--- src/hw/rtl/csp_pkg.sv ---
// ============================================================================
// csp_pkg: shared types and constants for the compass sentence parser
// Character codes of the sentence grammar and the request format of the
// shared multiply-add unit.
// ============================================================================
package csp_pkg;

  localparam logic [7:0] CH_DOT   = 8'h2E;
  localparam logic [7:0] CH_COMMA = 8'h2C;
  localparam logic [7:0] CH_CR    = 8'h0D;
  localparam logic [7:0] CH_LF    = 8'h0A;
  localparam logic [7:0] CH_HASH  = 8'h23;
  localparam logic [7:0] CH_STAR  = 8'h2A;
  localparam logic [7:0] CH_MINUS = 8'h2D;
  localparam logic [7:0] CH_ZERO  = 8'h30;
  localparam logic [7:0] CH_NINE  = 8'h39;
  localparam logic [7:0] CH_NUL   = 8'h00;

  localparam logic [6:0] MUL_TEN     = 7'd10;
  localparam logic [6:0] MUL_HUNDRED = 7'd100;
  localparam logic [6:0] MUL_ONE     = 7'd1;

  typedef enum logic [2:0] {
    OP_MUL10_ADD = 3'd0,  // acc * 10 + digit
    OP_MUL100    = 3'd1,  // acc * 100
    OP_TENTHS    = 3'd2,  // digit * 10 + acc
    OP_ADD       = 3'd3,  // acc + digit
    OP_NEG       = 3'd4   // two's complement of acc
  } mac_op_t;

  typedef struct packed {
    mac_op_t    op;
    logic [3:0] digit;
  } mac_req_t;

endpackage

--- src/hw/rtl/csp_mac.sv ---
// ============================================================================
// csp_mac: shared multiply-add unit
// Computes a * m + b modulo 2^32, operands picked from the request code.
// ============================================================================
module csp_mac (
  input  csp_pkg::mac_req_t req,
  input  logic [31:0]       acc,
  output logic [31:0]       y
);

  logic [31:0] a;
  logic [6:0]  m;
  logic [31:0] b;
  logic [38:0] prod;

  always_comb begin
    a = acc;
    m = csp_pkg::MUL_ONE;
    b = '0;
    unique case (req.op)
      csp_pkg::OP_MUL10_ADD: begin
        m = csp_pkg::MUL_TEN;
        b = {28'd0, req.digit};
      end
      csp_pkg::OP_MUL100: begin
        m = csp_pkg::MUL_HUNDRED;
      end
      csp_pkg::OP_TENTHS: begin
        a = {28'd0, req.digit};
        m = csp_pkg::MUL_TEN;
        b = acc;
      end
      csp_pkg::OP_ADD: begin
        b = {28'd0, req.digit};
      end
      csp_pkg::OP_NEG: begin
        a = ~acc;
        b = 32'd1;
      end
      default: begin
        a = acc;
      end
    endcase
  end

  assign prod = {7'd0, a} * {32'd0, m};
  assign y    = prod[31:0] + b;

endmodule

--- src/hw/rtl/csp_term_buf.sv ---
// ============================================================================
// csp_term_buf: term character store
// One write port and one read port with registered read data.
// ============================================================================
module csp_term_buf #(
  parameter int DEPTH = 14,
  parameter int IDX_W = 4
) (
  input  logic             clk,
  input  logic             wr_en,
  input  logic [IDX_W-1:0] wr_addr,
  input  logic [7:0]       wr_data,
  input  logic [IDX_W-1:0] rd_addr,
  output logic [7:0]       rd_data
);

  logic [7:0] mem [DEPTH];

  always_ff @(posedge clk) begin
    if (wr_en) begin
      mem[wr_addr] <= wr_data;
    end
  end

  // addresses past the end are never consumed
  always_ff @(posedge clk) begin
    rd_data <= mem[rd_addr];
  end

endmodule

--- src/hw/rtl/compass_sentence_parser_core.sv ---
// ============================================================================
// compass_sentence_parser_core: comma-separated compass sentence parser
// Gathers characters into terms and turns heading, pitch and roll terms into
// hundredths of a degree, committed at the end of a sentence.
// ============================================================================
// One item is one received character with its millisecond timestamp. Each
// item gives exactly one result item carrying the committed heading, pitch
// and roll, a has_data flag, the data age and a sentence_done pulse.
// Ordinary characters, '#' and '*' go from acceptance straight to the
// output state. Terminators that parse nothing, commits included, pass
// through the store state first. A comma, CR or LF that closes a heading,
// pitch or roll term of an angle sentence walks the stored term one
// character per cycle through a single shared multiply-add unit until the
// number ends, scales it if it ended in its integer part, applies the sign,
// stores it and loads the result. The input is held off (in_stall high)
// from acceptance until the result is loaded, so the next item can enter
// only once the load is done. A result that waits on out_stall does not
// block the next item from entering; that item's result waits in turn.
// Characters past TERM_LEN-1 in one term are dropped.
module compass_sentence_parser_core #(
  parameter int TERM_LEN = 15
) (
  input  logic               clk,
  input  logic               rst,
  input  logic               in_valid,
  output logic               in_stall,
  input  logic [7:0]         ch,
  input  logic [31:0]        now_ms,
  output logic               out_valid,
  input  logic               out_stall,
  output logic               sentence_done,
  output logic signed [31:0] heading,
  output logic signed [31:0] pitch,
  output logic signed [31:0] roll,
  output logic               has_data,
  output logic [31:0]        age_ms
);

  localparam int BUF_LEN = TERM_LEN - 1;
  localparam int LEN_W   = $clog2(TERM_LEN);
  localparam int IDX_W   = $clog2(BUF_LEN);
  localparam logic [LEN_W-1:0] BUF_LEN_L = LEN_W'(BUF_LEN);
  localparam logic [1:0] IDX_MAX = 2'd3;

  typedef enum logic [5:0] {
    S_IDLE  = 6'b000001,
    S_SCAN  = 6'b000010,
    S_SCALE = 6'b000100,
    S_NEG   = 6'b001000,
    S_STORE = 6'b010000,
    S_OUT   = 6'b100000
  } state_t;

  typedef enum logic [3:0] {
    PH_SIGN  = 4'b0001,
    PH_INT   = 4'b0010,
    PH_FRAC1 = 4'b0100,
    PH_FRAC2 = 4'b1000
  } phase_t;

  state_t state;
  phase_t phase;

  // sentence state
  logic [LEN_W-1:0] term_length;
  logic [1:0]       term_index;
  logic             is_angle;
  logic             after_cr;
  logic [31:0]      pending_head;
  logic [31:0]      pending_pitch;
  logic [31:0]      pending_roll;
  logic [31:0]      pending_time;
  logic             pending_time_valid;
  logic [31:0]      committed_head;
  logic [31:0]      committed_pitch;
  logic [31:0]      committed_roll;
  logic [31:0]      committed_time;
  logic             committed_time_valid;

  // per-item working registers
  logic [7:0]       ch_q;
  logic [31:0]      now_q;
  logic             done_q;
  logic             parsed;
  logic             neg;
  logic [LEN_W-1:0] pos;
  logic [31:0]      acc;

  logic             accept;
  logic             is_term;
  logic             is_restart;
  logic [7:0]       rd_data;
  logic [IDX_W-1:0] rd_addr;
  logic [LEN_W-1:0] pos_inc;
  logic             is_dig;
  logic             eff_int;
  logic             scan_end;
  csp_pkg::mac_req_t mac_req;
  logic [31:0]      mac_y;

  assign in_stall   = (state != S_IDLE);
  assign accept     = in_valid && !in_stall;
  assign is_term    = (ch == csp_pkg::CH_COMMA) || (ch == csp_pkg::CH_CR) ||
                      (ch == csp_pkg::CH_LF);
  assign is_restart = (ch == csp_pkg::CH_HASH) || (ch == csp_pkg::CH_STAR);

  assign pos_inc  = pos + 1'b1;
  assign is_dig   = (rd_data >= csp_pkg::CH_ZERO) && (rd_data <= csp_pkg::CH_NINE);
  assign eff_int  = (phase == PH_INT) ||
                    ((phase == PH_SIGN) && (rd_data != csp_pkg::CH_MINUS));
  // term ends at its stored length or at a NUL byte
  assign scan_end = (pos == term_length) || (rd_data == csp_pkg::CH_NUL);

  csp_term_buf #(
    .DEPTH (BUF_LEN),
    .IDX_W (IDX_W)
  ) u_buf (
    .clk     (clk),
    .wr_en   (accept && !is_term && !is_restart && (term_length < BUF_LEN_L)),
    .wr_addr (term_length[IDX_W-1:0]),
    .wr_data (ch),
    .rd_addr (rd_addr),
    .rd_data (rd_data)
  );

  csp_mac u_mac (
    .req (mac_req),
    .acc (acc),
    .y   (mac_y)
  );

  // Pick the read address and the shared unit's operation. In idle the
  // first character is fetched so that a scan can start straight away.
  always_comb begin
    rd_addr = '0;
    mac_req = '{op: csp_pkg::OP_ADD, digit: rd_data[3:0]};
    unique case (state)
      S_SCAN: begin
        rd_addr = pos_inc[IDX_W-1:0];
        if (eff_int) begin
          mac_req.op = is_dig ? csp_pkg::OP_MUL10_ADD : csp_pkg::OP_MUL100;
        end else if (phase == PH_FRAC1) begin
          mac_req.op = csp_pkg::OP_TENTHS;
        end else begin
          mac_req.op = csp_pkg::OP_ADD;
        end
      end
      S_SCALE: mac_req.op = csp_pkg::OP_MUL100;
      S_NEG:   mac_req.op = csp_pkg::OP_NEG;
      default: rd_addr = '0;
    endcase
  end

  always_ff @(posedge clk) begin
    if (rst) begin
      state                <= S_IDLE;
      phase                <= PH_SIGN;
      out_valid            <= 1'b0;
      term_length          <= '0;
      term_index           <= '0;
      is_angle             <= 1'b0;
      after_cr             <= 1'b0;
      pending_head         <= '0;
      pending_pitch        <= '0;
      pending_roll         <= '0;
      pending_time         <= '0;
      pending_time_valid   <= 1'b0;
      committed_head       <= '0;
      committed_pitch      <= '0;
      committed_roll       <= '0;
      committed_time       <= '0;
      committed_time_valid <= 1'b0;
    end else begin
      // drop the result once taken; the output state reloads it itself
      if (out_valid && !out_stall && (state != S_OUT)) begin
        out_valid <= 1'b0;
      end

      unique case (state)
        S_IDLE: begin
          if (accept) begin
            ch_q   <= ch;
            now_q  <= now_ms;
            done_q <= 1'b0;
            parsed <= 1'b0;
            if (is_term) begin
              if (after_cr) begin
                // commit without parsing the closed term
                committed_time       <= pending_time;
                committed_time_valid <= pending_time_valid;
                if (is_angle) begin
                  committed_head  <= pending_head;
                  committed_pitch <= pending_pitch;
                  committed_roll  <= pending_roll;
                end
                done_q <= 1'b1;
                state  <= S_STORE;
              end else if (is_angle && (term_length != '0) &&
                           (term_index != IDX_MAX)) begin
                pos    <= '0;
                acc    <= '0;
                neg    <= 1'b0;
                phase  <= PH_SIGN;
                parsed <= 1'b1;
                state  <= S_SCAN;
              end else begin
                state <= S_STORE;
              end
            end else if (is_restart) begin
              term_length <= '0;
              term_index  <= '0;
              is_angle    <= 1'b0;
              after_cr    <= 1'b0;
              state       <= S_OUT;
            end else begin
              if (ch == csp_pkg::CH_DOT) begin
                is_angle <= 1'b1;
              end
              if (term_length < BUF_LEN_L) begin
                term_length <= term_length + 1'b1;
              end
              state <= S_OUT;
            end
          end
        end

        S_SCAN: begin
          if (scan_end) begin
            if (pos == '0) begin
              parsed <= 1'b0;
              state  <= S_STORE;
            end else if (eff_int) begin
              state <= S_SCALE;
            end else begin
              state <= S_NEG;
            end
          end else begin
            pos <= pos_inc;
            if ((phase == PH_SIGN) && (rd_data == csp_pkg::CH_MINUS)) begin
              neg   <= 1'b1;
              phase <= PH_INT;
            end else if (eff_int) begin
              acc <= mac_y;
              if (is_dig) begin
                phase <= PH_INT;
              end else if (rd_data == csp_pkg::CH_DOT) begin
                phase <= PH_FRAC1;
              end else begin
                state <= S_NEG;
              end
            end else if (phase == PH_FRAC1) begin
              if (is_dig) begin
                acc   <= mac_y;
                phase <= PH_FRAC2;
              end else begin
                state <= S_NEG;
              end
            end else begin
              if (is_dig) begin
                acc <= mac_y;
              end
              state <= S_NEG;
            end
          end
        end

        S_SCALE: begin
          acc   <= mac_y;
          state <= S_NEG;
        end

        S_NEG: begin
          if (neg) begin
            acc <= mac_y;
          end
          state <= S_STORE;
        end

        S_STORE: begin
          if (parsed) begin
            case (term_index)
              2'd0: begin
                pending_head       <= acc;
                pending_time       <= now_q;
                pending_time_valid <= 1'b1;
              end
              2'd1:    pending_pitch <= acc;
              2'd2:    pending_roll  <= acc;
              default: pending_roll  <= pending_roll;
            endcase
          end
          if (ch_q == csp_pkg::CH_LF) begin
            term_length <= '0;
            term_index  <= '0;
            is_angle    <= 1'b0;
            after_cr    <= 1'b0;
          end else begin
            term_length <= '0;
            if (term_index != IDX_MAX) begin
              term_index <= term_index + 1'b1;
            end
            if (ch_q == csp_pkg::CH_CR) begin
              after_cr <= 1'b1;
            end
          end
          state <= S_OUT;
        end

        S_OUT: begin
          // hold until the output register is free
          if (!out_valid || !out_stall) begin
            out_valid     <= 1'b1;
            sentence_done <= done_q;
            heading       <= $signed(committed_head);
            pitch         <= $signed(committed_pitch);
            roll          <= $signed(committed_roll);
            has_data      <= committed_time_valid;
            age_ms        <= committed_time_valid ? (now_q - committed_time) : 32'd0;
            state         <= S_IDLE;
          end
        end

        default: state <= S_IDLE;
      endcase
    end
  end

`ifndef SYNTHESIS
  a_len_bound: assert property (@(posedge clk) disable iff (rst)
    term_length <= BUF_LEN_L)
    else $error("term length beyond buffer");

  a_scan_pos: assert property (@(posedge clk) disable iff (rst)
    (state == S_SCAN) |-> (pos <= term_length))
    else $error("scan position past term end");

  a_scan_exit: assert property (@(posedge clk) disable iff (rst)
    (state == S_SCAN) |=> (state == S_SCAN || state == S_SCALE ||
                           state == S_NEG || state == S_STORE))
    else $error("illegal exit from scan");

  a_out_load: assert property (@(posedge clk) disable iff (rst)
    $rose(out_valid) |-> ($past(state) == S_OUT))
    else $error("result loaded outside output state");

  a_age_zero: assert property (@(posedge clk) disable iff (rst)
    (out_valid && !has_data) |-> (age_ms == 32'd0))
    else $error("data age set without data");
`endif

endmodule

--- config.mk ---
export PLATFORM = sky130hd
export DESIGN_NAME = compass_sentence_parser_core
export DESIGN_NICKNAME = d
export VERILOG_FILES = /design/src/hw/rtl/csp_pkg.sv /design/src/hw/rtl/csp_mac.sv /design/src/hw/rtl/csp_term_buf.sv /design/src/hw/rtl/compass_sentence_parser_core.sv
export SDC_FILE = /design/constraint.sdc
export NUM_CORES = 1
export LEC_CHECK = 0
export BUFFER_PORTS_ARGS = -buffer_cell sky130_fd_sc_hd__buf_4
export CAP_MARGIN = 20
export CORE_UTILIZATION = 40
export DETAILED_ROUTE_END_ITERATION = 6
export PLACE_DENSITY_LB_ADDON = 0.1
export SYNTH_ARGS = -nofsm -noshare
export SYNTH_HDL_FRONTEND = slang
export SYNTH_HIERARCHICAL = 1
export SYNTH_SLANG_ARGS = --single-unit
--- constraint.sdc ---
create_clock -name clk -period 15.4 [get_ports clk]
set_input_delay 3.08 -clock clk [delete_from_list [all_inputs] [get_ports clk]]
set_output_delay 3.08 -clock clk [all_outputs]
set_load 0.01 [all_outputs]
Word-level counts from Yosys, hierarchy flattened
Memories as Yosys holds them, arrays and structs flattened. A register that Yosys moved wholly into a read port is not among the register bits.
Index checks and enable logic that the tools add are counted.
Widths: inputs -> output; s select.
- flip-flop bits (word level): 486
- RAM bits: 112
- memories: 1
- input port bits: 44
- reductions and logical operators: 49
- multiply operators: 1
- eq/ne operators: 56
- $lt $le $gt $ge: 3
- bitwise logic cells: 2
- muxes and demuxes: 94
- add/sub/neg operators: 5
- memories (name ; depth ; bits a word ; rd ports ; clocked after Yosys merged registers in ; write ports ; RTL line ; RTL):
    u_buf.mem ; 14 ; 8 ; 1 ; 1 ; 1 ; csp_term_buf.sv:17 ; logic [7:0] mem [DEPTH];
- operators with widths (cell ; count):
    $mux 32 ; 9
    $pmux 32 s4 ; 1
    $pmux 32 s3 ; 1
    $mux 4 ; 22
    $pmux 32 s2 ; 1
    $mux 6 ; 10
    $eq 8x6->1 const B ; 6
    $pmux 6 s6 ; 1
    $add 32x32->32 ; 1
    $eq 8x4->1 const B ; 4
    $mul 32x7->32 ; 1
    $not 32->32 ; 1
    $sub 32x32->32 ; 1
    $mux 1 ; 30
    $ne 2x2->1 const B ; 15
    $reduce_and 5->1 ; 5
    $ne 4x4->1 const B ; 6
    $pmux 4 s2 ; 3
    $ne 3x3->1 const B ; 6
    $mux 5 ; 3
    $reduce_and 3->1 ; 5
    $pmux 7 s2 ; 1
    $mux 2 ; 6
    $logic_and 1x1->1 ; 11
    other kinds (42) ; 60

Depth between registers and ports, before layout
Gate-level depths: netlist (run 1).
- depth after elaboration: 15
- depth in mapped cells: 29
- mapped depth without buffers: 26

Cells and area by module
Netlist (run 1), hierarchy kept.
- by module, submodules not included (module ; cells each ; instances ; area each (µm²) ; seq. area each (µm²)):
    compass_sentence_parser_core ; 1929 ; 1 ; 19113.3 ; 11821.3
    csp_mac ; 786 ; 1 ; 6538.8 ; 0.0
    csp_term_buf ; 210 ; 1 ; 4606.9 ; 3523.4

Worst setup path after synthesis (run 1)
Ideal clock, no wire load.
- kind: input to register
- start: input port rst
- end: register age_ms[0], enable pin
- stages: 3
- path buffers: 2
- slack: 1.646 ns
- arrival: 12.949 ns
- data required time: 14.595 ns
- path through: clkbuf_1 -> clkbuf_1 -> nor3b_1
- longest elaborated chain between the ends: 2
- RTL lines (item ; RTL line ; RTL):
    start, declared ; compass_sentence_parser_core.sv:24 ; input logic rst,
    $not 1->1 (no line) ; - ;
    $reduce_and 3->1 (no line) ; - ;
    end signal, assigned ; compass_sentence_parser_core.sv:318 ; age_ms <= committed_time_valid ? (now_q - committed_time) : 32'd0;
    end, declared ; compass_sentence_parser_core.sv:36 ; output logic [31:0] age_ms
No other way between the ends.
A chain may end at the register's enable or synchronous reset.

==> reports/results.txt, run 1 <==
For this run, design rule violations remaining after detail routing come to 0. Clock sink count: 606. The worst setup path is of the flop to flop kind.

The first TritonRoute pass finished after 6 iterations. The clock network burns 45.5% of the power. The number of buffers and inverters on the critical path is 4. The logs give 40.51% for the starting density of the core and 0.8586 for the final weighted congestion in routability-driven placement.

The nature of the critical path startpoint was a flop. Clock input transition at the sequential cells of the worst setup and hold paths: 60 ps. Counting flops with a built-in enable in the synthesized netlist gives 321.

The tools report the count of warnings emitted by yosys as 6. In the layout the commonest cells are 646 x nand2_1, 327 x a21oi_1, 321 x edfxtp_1, 285 x dfxtp_1, 265 x inv_1. The amount of wire on met3 after detailed routing is 3781 um, and the number of max-slew violations in the final report is 0. The HPWL after detailed placement is 52,400 um. Of all nets on the critical path, the largest fanout is 44. Internal power comes to 2808 uW.

In this run, the number of DRC markers left after iteration 0 of detailed routing was 1,303. Detailed routing placed a total of 35,410 um of wire on met2. The slowest stage of the critical path belongs to the cell maj3_1.

The class of the tightest hold or removal check was flop to flop. The core region is 74,700 um2. Setup repair after global routing left no endpoint under its margin. The flip-flop count of the largest register after layout is 112. STA classifies the critical path endpoint as a flop.

The tools report the count of hold buffers inserted by post-cts repair as 0. Cell family with the largest share of critical-path delay: adder cells. Setup violations remaining at the end of the flow were counted as 0. The analysis attributes to net switching a power of 861.0 uW.

Among all flip-flop cells after synthesis, the most frequent one is edfxtp_1. Entering global routing, the biggest net connects 101 pins. The run gives 132.9 MHz as the highest clock rate. The proportion of register bits with asynchronous set or reset after synthesis came out at 0%.

The run gives 1 as the initial antenna violation count. The sum of overflow across all layers after global routing is 0, and the number of cell instances on the worst register-to-register path is 25. The post-CTS setup-driven buffer insertion count is 0. The number of global-route vias before repair is 21.23k, and the max-cap violation count is 0.

The floorplan has 100 rows. The register with the most flip-flops was u_buf/mem. The startpoint of the worst setup timing path was u_buf/rd_data[5]$_DFF_P_. Counting buffers and inverters, the worst setup path is 25 cells deep. From synthesis to final layout, the design area changed by 14.92%. The routed layout has 20.99k vias. Summing all non-filler instances in the final layout gives an area of 34,770 um2.

The arrival time reported for the critical path endpoint came out at 7890 ps. The highest metal layer used by the detailed router was met5. The first-pass GRT wire length is 120,400 um, and the register area share after synthesis is 50.71%. The pin slew with the least headroom to its limit is 1115 ps. Leaving out fill and tap cells, the most frequent cell in the layout is nand2_1. The number of distinct standard cells referenced by the synthesized netlist is 90. Dividing the final minimum period by the clock period gives 48.87%.

Once detail routing completed, the nets flagged for antenna violations numbered 0. TritonCTS built the clock tree. The run gives 48.5% as the portion of total power attributed to sequential cells.

The power density over the cells works out to 105.5 nW/um2. In the final design database the tool counted 3,345 nets. At the later pin of the worst-skew pair, clock insertion delay measures 620 ps. The I/O pin total came out at 176. The run finished with clean final reports.

The post-synthesis area per instance works out to 10.34 um2. Across all register-to-register paths, the minimum setup slack is 7870 ps. The most prevalent standard cell on the critical path is fa_1. The aggregate negative setup slack is 0 ps, and the fraction of power consumed by combinational cells is 6.0%. Switching part of the total: 23.47%. In this run the cell area measured after placement is 32,360 um2. The largest single stage delay on the critical path is 700 ps. The tools report the clock tree root driver cell as clkbuf_16. The flop and latch count out of synthesis was 606. From left edge to right edge, the die measures 277.0 um.

After detailed routing, the wire length on met1 is 35,620 um. The fraction of final layout cells sized beyond drive strength 1 came out at 12.20%. The total global-route track usage was 19.98%.

For the total count of hold-check failures in the final report, the log shows 0. The count of buffers added on input and output ports is 175. Buffers inserted during clock tree synthesis total 68. Shortest clock period the worst path allows after layout: 7525 ps. When the netlist entered floorplanning its net count stood at 3,210.

Wires add up to 76,510 um. In this run the cell area of the synthesized design comes to 30,260 um2. In this run the number of H-tree levels came out at 3. The run gives 36.93 ps as the worst setup skew after layout.

The endpoint of the worst register-to-register path is acc[31]$_SDFFCE_PN0P_. The analysis attributes to cell leakage a power of 0.01354 uW. Using the TritonRoute via totals, the vias-per-cell ratio works out to 5.135. The tools report the cell count after synthesis as 2,925.

STA puts the critical path data required time at 15,770 ps. For the number of gates given a new drive strength after cts, the log shows 0. The worst register-to-register path begins at u_buf/rd_data[5]$_DFF_P_. The longest clock path from root to sink contains 3 buffers. Die area: 76,750 um2.

Following the worst setup path forward leads to its endpoint at acc[31]$_SDFFCE_PN0P_. Dividing the detail-routed wire length by the instance count gives 18.72 um. The die is 277.0 um tall. Across the VDD grid, the largest voltage drop is 0.07204 mV. In this run the tightest slew margin relative to its limit is 25.42%.
power groups by stage:
stage	logic [uW]	registers, uW	clock network [uW]
after global placement	217	1810	0
after detailed placement	220	1820	0
after CTS	222	1780	1710
after global routing	245	1780	1780
after floorplan	143	1790	0
final	220	1780	1670
worst min path at each step:
stage | to | depth (start not counted) | from
after floorplan | sentence_done$_DFFE_PP_ | 0 | done_q$_SDFFCE_PN0P_
after global placement | heading[4]$_DFFE_PP_ | 0 | committed_head[4]$_SDFFE_PP0P_
after detailed placement | pitch[24]$_DFFE_PP_ | 0 | committed_pitch[24]$_SDFFE_PP0P_
after CTS | pitch[26]$_DFFE_PP_ | 0 | committed_pitch[26]$_SDFFE_PP0P_
after global routing | pitch[24]$_DFFE_PP_ | 0 | committed_pitch[24]$_SDFFE_PP0P_
final | pitch[26]$_DFFE_PP_ | 0 | committed_pitch[26]$_SDFFE_PP0P_
cell usage after synthesis, types with 5 or more instances:
cell type | instances | area share [%]
o21ai_1 | 8 | 0.13
edfxtp_1 | 321 | 32
o21a_1 | 10 | 0.25
xor2_1 | 21 | 0.61
fa_1 | 136 | 9.0
a21oi_1 | 327 | 5.4
clkbuf_1 | 111 | 1.4
nor2b_1 | 13 | 0.27
o211ai_1 | 5 | 0.12
a21o_1 | 25 | 0.62
xnor2_1 | 39 | 1.1
dfxtp_1 | 285 | 19
inv_1 | 265 | 3.3
ha_1 | 105 | 4.3
mux2_2 | 10 | 0.37
nand2_1 | 646 | 8.0
nand4_1 | 13 | 0.27
and3_1 | 40 | 0.83
or3_1 | 8 | 0.17
buf_6 | 14 | 0.52
and2_1 | 85 | 1.8
a211oi_1 | 9 | 0.22
buf_2 | 13 | 0.22
nand2b_1 | 26 | 0.54
or2_2 | 5 | 0.10
nand3_1 | 24 | 0.40
mux4_1 | 23 | 2.0
o22ai_1 | 11 | 0.23
o21ai_0 | 70 | 1.2
mux2i_1 | 23 | 0.76
nor2_1 | 85 | 1.1
a21boi_0 | 5 | 0.12
a211o_1 | 6 | 0.17
a31oi_1 | 15 | 0.31
nor3_1 | 22 | 0.36
per-stage QoR:
step	hold WS [ps]	std cells	setup slack (ps)	total power (uW)	utilization [%]
finish	421.2	4087	7875	3669	46.55
global route	434.7	4085	7381	3806	46.55
CTS	420.9	4080	7396	3718	46.46
detailed placement	417.0	3954	7426	2035	43.32
global placement	416.2	3954	7592	2032	43.32
floorplan	400.3	2925	1646	1937	-
worst register-to-register path, cell delays in order, from the launching register on:
cell	delay [ps]
dfxtp_1	350
or3b_2	470
o41ai_1	520
a21oi_1	230
nand2b_1	210
nand2_1	80
buf_4	440
maj3_1	720
buf_4	390
nand2_1	90
o21ai_0	140
fa_1	490
fa_1	560
inv_1	50
fa_1	480
inv_1	50
ha_1	390
nand2_2	100
o211a_1	280
nor4b_1	510
o22ai_2	170
o41ai_2	120
o31ai_2	140
o21ai_2	140
xnor2_1	60
and2_1	130
final cells by class:
class                      instances  area [um2]
tap                              969        1212
antenna                            2       5.005
timing repair buffer             209        1603
fill                            7017       39920
sequential                       606       15340
clock inverter                    33       385.4
inverter                         266       998.5
multi-input combinational       1909       13270
clock buffer                      93        1958
per-layer routing:
| metal | up-vias | global-route usage, % |
|---|---|---|
| li1 | 10170 | - |
| met1 | 10290 | 27.87 |
| met2 | 423 | 31.88 |
| met3 | 106 | 3.341 |
| met4 | 2 | 5.869 |
| met5 | - | 0 |
cell families after synthesis:
logic type	count (synthesis)	share of synthesized area (%)
compound gates	544	10.48
xor+xnor	60	1.737
fa+ha+maj	242	13.37
buf+inv	410	5.607
flops	606	50.71
mux	57	3.205
simple gates	1006	14.89
Note: power is estimated with default switching activity, not from simulation.
==> run 2, diff against run 1 <==
==> constraint.sdc (replaced) <==
create_clock -name clk -period 7.84 [get_ports clk]
set_input_delay 1.568 -clock clk [delete_from_list [all_inputs] [get_ports clk]]
set_output_delay 1.568 -clock clk [all_outputs]
set_load 0.01 [all_outputs]
==> run 2 against run 1 <==
- critical path depth increased by 2
- global-route usage decreased by 0.93 points
- design area increased by 0.10%
- worst hold slack worse by 2.0 ps
- first-iteration DRC count shrank 2.5%
- maximum frequency increased by 4.8%
- wire length fell by 4.2%
- clock power grew 98%
- sequential cell count did not move
- critical path type unchanged
- largest cell class unchanged
==> reports/results.txt, run 2 (synthesis results as in run 1) <==
The pin slew with the least headroom to its limit is 1099 ps (was 1115 ps). Category of the critical setup timing path: flop to flop (unchanged). The I/O pin total was 176 (unchanged); the shortest clock period the worst path allows after layout was 7183 ps (was 7525 ps). The tools report the clock tree root driver cell as clkbuf_16 (unchanged). The post-detailed-routing wire length came out at 73,260 um (was 76,510 um).

The logs give 0 (unchanged) for the number of max-slew violations in the final report and 139.2 MHz (was 132.9 MHz) for the highest clock rate. H-tree depth: 3 (unchanged). The startpoint of the worst setup timing path was u_buf/rd_data[5]$_DFF_P_ (unchanged). The fraction of final layout cells sized beyond drive strength 1 works out to 12.05% (was 12.20%).

The count of buffers from port buffering was 175 (unchanged). TritonCTS built the clock tree. The power density over the cells is 207.3 nW/um2 (was 105.5 nW/um2), and the first-pass iteration count of the detailed router is 5 (was 6). The tools report the total number of vias as 20.97k (was 20.99k). The logs give 0.01356 uW (was 0.01354 uW) for the leakage component of the power and 20.76k (was 21.23k) for the number of global-route vias before repair. The run gives 70 (was 68) as the clock buffer count from CTS. The clock input transition at the sequential cells of the worst setup and hold paths is 60 ps (about the same). The run gives 610 ps (was 620 ps) as the clock insertion delay at the later pin of the skew report.

The area growth from synthesis to final layout was 15.04% (was 14.92%). Most frequent cells in the layout: 646 x nand2_1, 327 x a21oi_1, 321 x edfxtp_1, 285 x dfxtp_1, 265 x inv_1 (unchanged). The count of filler cells inserted in the layout came out at 6,985 (was 7,017). The number of gates given a new drive strength after cts was 0 (unchanged). The register with the most flip-flops is u_buf/mem (unchanged). The die area is 76,750 um2 (unchanged).

The remaining routing DRC violations was 0 (unchanged); the clock sink count was 606 (unchanged). The run gives 0 (unchanged) as the final number of setup-violating endpoints. The first-pass GRT wire length is 116,100 um (was 120,400 um), and the initial antenna violation count is 1 (unchanged). The portion of the clock cycle consumed by the worst path in the final layout is 91.62% (was 48.87%), and the remaining max-slew budget at the tightest pin is 26.71% (was 25.42%). The per-cell via count in the routed design works out to 5.127 (was 5.135). The number of cell rows came out at 100 (unchanged).

The logs give 3,349 (was 3,345) for the number of nets in the layout and 0 (unchanged) for the sum of overflow across all layers after global routing. The run finished with clean final reports. The tools report the cell area reported after detailed placement as 32,420 um2 (was 32,360 um2). The routed length per placed instance was 17.91 um (was 18.72 um).

The floorplan die width works out to 277.0 um (unchanged). The run gives 74,700 um2 (unchanged) as the placeable core region. The tools report the sort of element at the end of the critical path as a flop (unchanged). The run gives 3 (unchanged) as the number of buffers between clock root and the deepest sink. Setup repair after global routing left no endpoint under its margin.

The flip-flop count of the largest register after layout was 112 (unchanged). For the final weighted congestion in routability-driven placement, the log shows 0.8761 (was 0.8586). The area used by sequential logic in the layout came out at 15,340 um2 (unchanged).

The aggregate negative setup slack is 0 ps (unchanged), and the data required time at the worst endpoint is 8200 ps (was 15,770 ps). The logs give 7216 uW (was 3669 uW) for the power after layout and 0 (unchanged) for the max-cap violation count. Most common cell after layout, fill and taps aside: nand2_1 (unchanged). For the starting density of the core, the log shows 40.51% (unchanged).

The post-CTS setup-driven buffer insertion count is 0 (unchanged), and the worst setup skew after layout is 23.97 ps (was 36.93 ps). The footprint of the multi-input gates was 13,270 um2 (about the same); the chip height was 277.0 um (unchanged). For the register-to-register setup slack, the log shows 660 ps (was 7870 ps). The count of hold buffers inserted by post-cts repair was 0 (unchanged); the worst voltage drop across the vdd grid was 0.1260 mV (was 0.07204 mV). The largest driver fanout on the critical path was 32 (was 44); the total count of hold-check failures in the final report was 0 (unchanged). Arrival time reported for the critical path endpoint: 7550 ps (was 7890 ps). The nature of the critical path startpoint is a flop (unchanged).

The post-route cell area was 34,810 um2 (was 34,770 um2). For the largest net degree at the start of global routing, the log shows 97 (was 101). The final antenna-violating net count was 0 (unchanged).

The logs give 1,270 (was 1,303) for the number of DRC violations after detailed-routing iteration 0 and 19.05% (was 19.98%) for the total global-route track usage. The startpoint of the worst-slack reg-to-reg timing path is u_buf/rd_data[5]$_DFF_P_ (unchanged). The class of the tightest hold or removal check was flop to flop (unchanged). Half-perimeter wire length after detailed placement: 50,860 um (was 52,400 um). The launch point of the worst hold path is done_q$_SDFFCE_PN0P_ (was committed_pitch[26]$_SDFFE_PP0P_).
run 2: cell types whose count changed in the layout (fill, tap and decap cells not counted), moves of 4 or more:
| cell | before | now |
|---|---|---|
| inv_4 | 1 | 6 |
| buf_4 | 204 | 208 |
| clkinv_2 | 13 | 6 |
| clkbuf_16 | 70 | 75 |
| clkbuf_1 | 11 | 16 |
| inv_6 | 5 | 1 |
run 2: final timing paths:
check	cells after the start	to
max	27	acc[31]$_SDFFCE_PN0P_
min	0	sentence_done$_DFFE_PP_
max reg2reg	27	acc[31]$_SDFFCE_PN0P_
min reg2reg	0	sentence_done$_DFFE_PP_
run 2: layout make-up:
type	count	share of cell area, %
multi-input combinational	1909	38.12
tap	969	3.483
clock inverter	27	0.8267
timing repair buffer	211	4.619
antenna	1	0.007189
sequential	606	44.08
inverter	266	2.868
clock buffer	102	5.999
run 2: metrics by stage:
stage | instances | utilization (%) | hold slack, ps | worst slack [ps]
floorplan | 2925 | - | 400.3 | 238.9
global placement | 3959 | 43.39 | 402.4 | 767.2
detailed placement | 3960 | 43.40 | 405.6 | 671.3
CTS | 4089 | 46.58 | 419.7 | 634.9
global route | 4090 | 46.60 | 427.4 | 286.1
finish | 4091 | 46.60 | 419.2 | 656.7
run 2: report_power, final:
part           switching [uW]  total [uW]  leakage (uW)  internal [uW]
combinational             263         430       0.00714            167
clock                    1330        3300       0.00117           1970
sequential               84.0        3490       0.00525           3400
total                    1670        7220        0.0136           5540
run 2: routing by layer:
layer  track usage (%)  routed length [um]
met5                 0                   0
met4             4.957                1334
met3             3.577                3621
met2             30.36               33880
met1             26.59               34430
run 2: critical path: stages, from the launching register on:
cell,delay [ps]
dfxtp_1,350
or3b_2,470
o41ai_1,480
a21oi_1,230
nand2_1,130
o41ai_1,70
a21oi_1,210
nor3b_2,190
buf_4,320
and2_1,240
inv_1,70
fa_1,480
inv_1,60
fa_1,490
fa_1,510
inv_1,50
fa_1,480
inv_1,50
ha_1,350
a21o_1,220
nor3_1,280
a21oi_4,130
a31oi_4,310
o41ai_2,160
o31ai_2,290
o21ai_2,90
xnor2_1,120
and2_1,130
